**src/hdl/hctr_pkg.sv**
```systemverilog
// Package: shared constants, types and command structs for the hash-cons table.
package hctr_pkg;

    localparam int TABLE_DEPTH = 4096;
    localparam int FRAME_DEPTH = 64;
    localparam int ARG_WIDTH   = 32;
    localparam int TRAIL_DEPTH = (2 * TABLE_DEPTH) / 3;
    localparam int SLOT_W      = $clog2(TABLE_DEPTH);
    localparam int FRAME_W     = $clog2(FRAME_DEPTH);
    localparam int FCOUNT_W    = $clog2(FRAME_DEPTH + 1);
    localparam int TRAIL_W     = $clog2(TRAIL_DEPTH);
    localparam int OCC_W       = $clog2(TRAIL_DEPTH + 1);

    localparam logic [1:0] KIND_INTERN = 2'd0;
    localparam logic [1:0] KIND_PUSH   = 2'd1;
    localparam logic [1:0] KIND_POP    = 2'd2;
    localparam logic [1:0] KIND_NONE   = 2'd3;

    localparam logic [1:0] ST_OK       = 2'd0;
    localparam logic [1:0] ST_BAD_CTOR = 2'd1;
    localparam logic [1:0] ST_FULL     = 2'd2;
    localparam logic [1:0] ST_FRAMES   = 2'd3;

    typedef enum logic [2:0] {
        S_IDLE,
        S_HASH,
        S_PROBE,
        S_CHECK,
        S_POPMARK,
        S_UNDO_RD,
        S_UNDO_CLR,
        S_DONE
    } state_t;

    // Commands from the controller to the datapath.
    typedef struct packed {
        logic load;       // capture the input item
        logic hash_add;   // finish the home slot sum
        logic rd_slot;    // read the slot at the probe position
        logic step;       // advance the probe position
        logic insert;     // write the key and push the trail
        logic push;       // record a checkpoint mark
        logic pop_frame;  // drop the newest mark and load it
        logic rd_trail;   // read the newest trail entry
        logic clear_slot; // empty the slot just read from the trail
        logic sweep;      // empty the slot at sweep_idx after reset
        logic [SLOT_W-1:0] sweep_idx;
        logic [1:0] res_status;
        logic res_found;
        logic res_handle; // report the probe position as handle
        logic res_load;   // latch the result
    } dp_cmd_t;

    // Status from the datapath to the controller.
    typedef struct packed {
        logic [1:0] kind;
        logic ctor_zero;
        logic slot_empty;
        logic slot_match;
        logic table_full;
        logic frames_full;
        logic above_mark;
    } dp_stat_t;

endpackage

```
**src/hdl/hctr_control.sv**
```systemverilog
// Controller: sequences probing, insertion, checkpoints and rollback.
module hctr_control
    import hctr_pkg::*;
(
    input  logic     clk,
    input  logic     rst_n,
    input  logic     in_valid,
    output logic     in_ready,
    output logic     out_valid,
    input  logic     out_ready,
    input  dp_stat_t stat,
    output dp_cmd_t  cmd
);

    state_t state_reg, state_next;
    logic   clr_busy_reg;
    logic [SLOT_W-1:0] clr_idx_reg;

    always_ff @(posedge clk or negedge rst_n)
    begin
        if (!rst_n)
        begin
            state_reg    <= S_IDLE;
            clr_busy_reg <= 1'b1;
            clr_idx_reg  <= '0;
        end
        else
        begin
            state_reg <= state_next;
            if (clr_busy_reg)
            begin
                clr_idx_reg <= clr_idx_reg + 1'b1;
                if (clr_idx_reg == SLOT_W'(TABLE_DEPTH - 1))
                    clr_busy_reg <= 1'b0;
            end
        end
    end

    // Output may be accepted at the same edge that takes the next item.
    logic out_valid_reg;
    logic out_free;
    assign out_free = !out_valid_reg || out_ready;
    assign out_valid = out_valid_reg;
    assign in_ready  = (state_reg == S_IDLE) && !clr_busy_reg && out_free;

    logic done_pulse;
    assign done_pulse = cmd.res_load;

    always_ff @(posedge clk or negedge rst_n)
    begin
        if (!rst_n)
            out_valid_reg <= 1'b0;
        else if (done_pulse)
            out_valid_reg <= 1'b1;
        else if (out_ready)
            out_valid_reg <= 1'b0;
    end

    always_comb
    begin
        state_next = state_reg;
        case (state_reg)
            S_IDLE:
                if (in_valid && in_ready)
                    state_next = S_HASH;
            S_HASH:
                case (stat.kind)
                    KIND_INTERN: state_next = stat.ctor_zero ? S_DONE : S_PROBE;
                    KIND_POP:    state_next = S_POPMARK;
                    default:     state_next = S_DONE;
                endcase
            S_PROBE:   state_next = S_CHECK;
            S_CHECK:
                if (stat.slot_empty || stat.slot_match)
                    state_next = S_DONE;
                else
                    state_next = S_PROBE;
            S_POPMARK: state_next = S_UNDO_RD;
            S_UNDO_RD: state_next = stat.above_mark ? S_UNDO_CLR : S_DONE;
            S_UNDO_CLR: state_next = S_UNDO_RD;
            S_DONE:    state_next = S_IDLE;
            default:   state_next = S_IDLE;
        endcase
    end

    always_comb
    begin
        cmd = '0;
        case (state_reg)
            S_IDLE:
                cmd.load = in_valid && in_ready;
            S_HASH:
            begin
                cmd.hash_add = 1'b1;
                case (stat.kind)
                    KIND_INTERN:
                        if (stat.ctor_zero)
                        begin
                            cmd.res_load   = 1'b1;
                            cmd.res_status = ST_BAD_CTOR;
                        end
                    KIND_PUSH:
                    begin
                        cmd.res_load = 1'b1;
                        if (stat.frames_full)
                            cmd.res_status = ST_FRAMES;
                        else
                            cmd.push = 1'b1;
                    end
                    KIND_POP:
                        cmd.pop_frame = 1'b1;
                    default:
                        cmd.res_load = 1'b1;
                endcase
            end
            S_PROBE:
                cmd.rd_slot = 1'b1;
            S_CHECK:
                if (stat.slot_match && !stat.slot_empty)
                begin
                    cmd.res_load   = 1'b1;
                    cmd.res_found  = 1'b1;
                    cmd.res_handle = 1'b1;
                end
                else if (stat.slot_empty)
                begin
                    cmd.res_load = 1'b1;
                    if (stat.table_full)
                        cmd.res_status = ST_FULL;
                    else
                    begin
                        cmd.insert     = 1'b1;
                        cmd.res_handle = 1'b1;
                    end
                end
                else
                    cmd.step = 1'b1;
            S_UNDO_RD:
                if (stat.above_mark)
                    cmd.rd_trail = 1'b1;
                else
                    cmd.res_load = 1'b1;
            S_UNDO_CLR:
                cmd.clear_slot = 1'b1;
            default:
                cmd = '0;
        endcase
        // The post-reset sweep shares the slot write port while no item runs.
        if (clr_busy_reg)
        begin
            cmd.sweep     = 1'b1;
            cmd.sweep_idx = clr_idx_reg;
        end
    end

`ifndef SYNTHESIS
    a_no_take_busy: assert property (@(posedge clk) disable iff (!rst_n)
        clr_busy_reg |-> !in_ready)
        else $error("item taken during clearing sweep");
    a_one_result: assert property (@(posedge clk) disable iff (!rst_n)
        cmd.res_load |-> !(out_valid_reg && !out_ready))
        else $error("result overwritten");
    a_ins_empty: assert property (@(posedge clk) disable iff (!rst_n)
        cmd.insert |-> stat.slot_empty && !stat.table_full)
        else $error("insert into occupied slot");
`endif

endmodule

```
**config.mk**
```make
export PLATFORM = sky130hd
export DESIGN_NAME = hctr_control
export DESIGN_NICKNAME = d
export VERILOG_FILES = /design/src/hdl/hctr_pkg.sv /design/src/hdl/hctr_control.sv
export SDC_FILE = /design/constraint.sdc
export NUM_CORES = 1
export LEC_CHECK = 0
export BUFFER_PORTS_ARGS = -buffer_cell sky130_fd_sc_hd__buf_4
export CAP_MARGIN = 20
export CELL_PAD_IN_SITES_DETAIL_PLACEMENT = 1
export CELL_PAD_IN_SITES_GLOBAL_PLACEMENT = 2
export CORE_ASPECT_RATIO = 0.6
export CORE_MARGIN = 3
export CORE_UTILIZATION = 27
export CTS_BUF_LIST = sky130_fd_sc_hd__clkbuf_16
export CTS_CLUSTER_DIAMETER = 100
export DETAILED_ROUTE_END_ITERATION = 6
export PLACE_DENSITY_LB_ADDON = 0.1
export SLEW_MARGIN = 10
export SYNTH_ARGS = -nofsm -noshare
export SYNTH_HDL_FRONTEND = slang
export SYNTH_SLANG_ARGS = --single-unit
```
**constraint.sdc**
```tcl
create_clock -name clk -period 1.7 [get_ports clk]
set_input_delay 0.17 -clock clk [delete_from_list [all_inputs] [get_ports clk]]
set_output_delay 0.17 -clock clk [all_outputs]
set_load 0.05 [all_outputs]
```
# --- After elaboration in Yosys (flattened, before gate mapping) ---
# Index checks and enable logic that the tools add are counted.
totals:
  regBits: 17
  output_inout_bits: 29
  elab_cells: 70
op_classes:
  addsub: 1
  n_eq_ne: 11
  muxes: 41
  reduce_logical: 13
op_table:
  columns: ["operator", "n"]
  rows:
  - ["$mux 1", 21]
  - ["$pmux 3 s7", 1]
  - ["$mux 2", 10]
  - ["$mux 13", 1]
  - ["$add 12x1->12 const B", 1]
  - ["$eq 12x12->1 const B", 1]
  - ["$eq 3x3->1 const B", 4]
  - ["$mux 3", 3]
  - ["$pmux 2 s2", 2]
  - ["$eq 3x2->1 const B", 2]
  - ["$pmux 3 s2", 1]
  - ["$logic_and 1x1->1", 4]
  - ["$eq 3x1->1 const B", 1]
  - ["$logic_not 1->1", 3]
  - ["$logic_not 3->1", 1]
  - ["$pmux 1 s3", 1]
  - ["$eq 2x1->1 const B", 1]
  - ["$eq 2x2->1 const B", 1]
  - ["$logic_not 2->1", 1]
  - ["$logic_or 1x1->1", 2]
  - ["$ne 2x1->1 const B", 1]
  - ["$pmux 1 s2", 1]
  - ["$reduce_bool 2->1", 1]
  - ["$reduce_or 2->1", 1]

# --- Longest topological paths before layout ---
depth:
  word_depth: 6
  ltp_mapped: 6
  ltp_nobuf: 5

# --- Worst setup path after synthesis ---
# Ideal clock, no wire load.
synth_timing:
  path_type: "register to output"
  from: "register state_reg[2]"
  to: "output port cmd[1] (netlist bit)"
  arrival_ns: 2.083
  t_required_ns: 1.530
  slack_ns: -0.553
  stages_incl_launch_ff: 5
  n_path_buf: 1
  path_cell_list: "dfrtp_1 buf_2 nand2b_1 or2_1 nor3b_1"
synth_rtl:
  columns: ["element", "line_no", "rtl"]
  rows:
  - ["start: declaration", "hctr_control.sv:15", "state_t state_reg, state_next;"]
  - ["start signal: assignment", "hctr_control.sv:29", "state_reg <= state_next;"]
  - ["end: declaration", "hctr_control.sv:12", "output dp_cmd_t cmd"]

==> summary.md <==
| Metric | Value |
|---|---|
| Worst Setup End Kind | primary output |
| Worst slew pin tran | ~300 ps |
| DRC violations left | 0 |
| DRT Wirelength | 3003 µm |
| CTS sink cnt | 17 |
| Crit. Startpoint | state_reg[1] |
| Clock Latency Late Sink | 250 ps |
| Final Slew Violations | 0 |
| Total Routing Usage GR | 14.30% |
| HPWL after detailed placement | 2248 µm |
| GRT Residual Overflow | 0 |
| Placed Area | between 1000 and 1500 µm² |
| Wire length per cell | 14.51 µm |
| Violated checks | setup timing |
| Die H | 53.19 µm |
| Number of hold violations in the final report | 0 |
| CTS Root Cell | clkbuf_16 |
| Worst Path Max Fanout | 4 |
| Clk_skew | 1.666 ps |
| Min cycle time layout | 1757 ps |
| Top sig layer | met3 |
| Most frequent cell after synthesis | dfrtp_1 |
| Reg-to-Reg End | state_reg[2] |
| Area grow syn2layout | 66.17% |
| Pwr dens | 1212 nW/µm² |
| Startpoint Class | flip-flop |
| # rows | 16 |
| Crit path required time | 1530 ps |
| Vias | approximately 970 |
| Final WS setup | -56.94 ps |
| Top post-synthesis cells by area | dfrtp_1 (40%), and2_1 (7.5%), xnor2_1 (7.0%), nor2_1 (4.9%), nand3_1 (3.5%) |
| Mapped Nets | roughly 120 |
| Initial Util | 29.45% |
| Register bit total from synthesis | 17 |
| Routed length on met2 | 1337 µm |
| Synth area leader | dfrtp_1 |
| Iteration-0 DRC Markers | 49 |
| Antenna viol nets, final | 0 |
| Vias per inst | 4.681 |
| Initial antenna violation count | 0 |
| Post-synthesis sequential area ratio | 42.57% |
| First-pass GRT wire length | 5078 µm |
| Fmax achieved | 569.2 MHz |
| H-tree levels | 1 |
| PortBufs | 40 |
| Setup Slack @ Placement | 101.4 ps |
| I/O pins | 41 |
| Die ar. | 4503 µm² |
| R2R Setup Slk | about 140 ps |
| DR pass1 iterations | 4 |
| Post-synth top area share | 39.95% |
| GPL Wtd Cong | 0.7394 |
| Clock buffer depth | 2 |
| Synth top cells by count | dfrtp_1 (16), nor2_1 (13), and2_1 (12) |
| Filler instances | 386 |
| Final period util | 103.3% |
| Worst r2r src | state_reg[1] |
| Min-Delay Path Class | input pin to flip-flop |
| Share of cells above drive strength 1 | 50.62% |
| Critical Path AT | 1590 ps |
| Diode count | 0 |
| Largest net degree at the start of global routing | 18 |
| Synthesized area | 1002 µm² |
| Slew HR | 80.11% |
| Number of global-route vias before repair | 1,042 |
| Layout Utilization | 48.93% |
| Post-synth EDFFs | 0 |
| CTS tree | built |
| Max IR drop VDD | 0.6316 mV |
| Post-synthesis area per instance | approximately 9.2 µm² |
| Max FFs per register | 12 |
| M1 WL | 1487 µm |
| Core area | 3403 µm² |
| Mapped Cells | ~110 |
| Worst Reg-to-Reg Cells | 5 |
| Distinct cells, synth | 34 |
| Die W | 84.66 µm |
| Fin nets | roughly 180 |
| Status | finished with violations |
| TritonCTS Buffers | 3 |
| Clock slew at reported path FFs | 50 ps |
| CP endpoint | cmd[3] |
| Asr flop ratio synth | 100.0% |
| Finished Cell Area | 1665 µm² |
| Max-cap violations | 0 |
| RSZ-0062 raised after global routing | yes |
| Met3 Routed Length | 178 µm |
| Synth Flop Type | dfrtp_1 |
| Setup Viol. Count Final | 7 |
| LEAKAGE | 0.7865 nW |
| Ys Warns | 0 |
| Worst hold slack | 269.1 ps |
| Crit Path Class | flip-flop to primary output |
final cells by class:
| class | instances | area [µm²] | share of cell area (%) |
|---|---|---|---|
| Inverter | 3 | 11.26 | 0.6762 |
| Multi-Input combinational cell | 84 | 633.1 | 38.02 |
| Timing Repair Buffer | 54 | 456.7 | 27.42 |
| Sequential cell | 17 | 429.2 | 25.77 |
| Clock buffer | 3 | 75.07 | 4.508 |
| Clock inverter | 1 | 3.754 | 0.2254 |
| Tap cell | 45 | 56.30 | 3.381 |
report_power, final:
part | switching [mW] | leakage [nW] | internal [mW]
registers | 0.0486 | 0.222 | 0.458
clock network | 0.152 | 0.0423 | 0.312
logic | 0.612 | 0.522 | 0.435
critical path, cell delays in order, from the launching register on:
cell     delay, ps
dfrtp_2        430
or3b_4         430
buf_6          150
nor3_4         160
buf_6          180
through the flow:
step / total power, mW / setup TNS, ps / instances
2_1_floorplan: 1.075 / -696.2 / 109
3_3_place_gp: 1.330 / 0 / 195
3_5_place_dp: 1.339 / 0 / 195
4_1_cts: 1.946 / -262.6 / 206
5_1_grt: 2.134 / -678.3 / 207
6_report: 2.018 / -202.1 / 207
layout by cell type, fill, tap and decap left out, drive strengths merged, types with 2 or more instances in the layout:
cell and count:
xnor2 8, nor3b 3, nor3 3, and2 13
inv 4, a21oi 3, nand3 7, nand2b 4
nand4 2, xor2 3, nor2 13, nand2 7
o21ai 3, and3 2, or2 2, dfrtp 16
clkbuf 3, buf 53
cell families after synthesis:
family | share of synthesized area (%)
adder cells (fa/ha/maj) | 1.248
AO/OA/AOI/OAI | 6.741
XOR/XNOR | 9.614
multiplexers | 2.122
flip-flops | 42.57
buffers and inverters | 3.994
AND/OR/NAND/NOR | 33.71
routing by layer:
| metal | up-vias | global-route usage (%) |
|---|---|---|
| li1 | 474 | - |
| met1 | 466 | 20.24 |
| met2 | 29 | 22.08 |
| met3 | 0 | 4.510 |
| met4 | 0 | 1.316 |
| met5 | - | 0 |
worst min-delay path by stage:
| stage | depth (start not counted) | from | endpoint | slack, ps |
|---|---|---|---|---|
| 6_report | 3 | out_ready | out_valid | 270 |
| 5_1_grt | 3 | out_ready | out_valid | 290 |
| 4_1_cts | 3 | out_ready | out_valid | 270 |
| 3_5_place_dp | 1 | rst_n | clr_idx_reg[3] | 50 |
| 3_3_place_gp | 1 | rst_n | clr_idx_reg[4] | 50 |
| 2_1_floorplan | 0 | rst_n | clr_idx_reg[0] | -130 |
repair_timing:
action / in CTS / in global routing
setup endpoints to repair: 10 / 12
hold buffers: 1 / 0
endpoints found under the hold margin: 16 / 0
setup buffers: 6 / 1
cloned: 0 / 0
pin swaps: 7 / 5
resized for setup: 12 / 16
(Power assumes the default switching activity.)
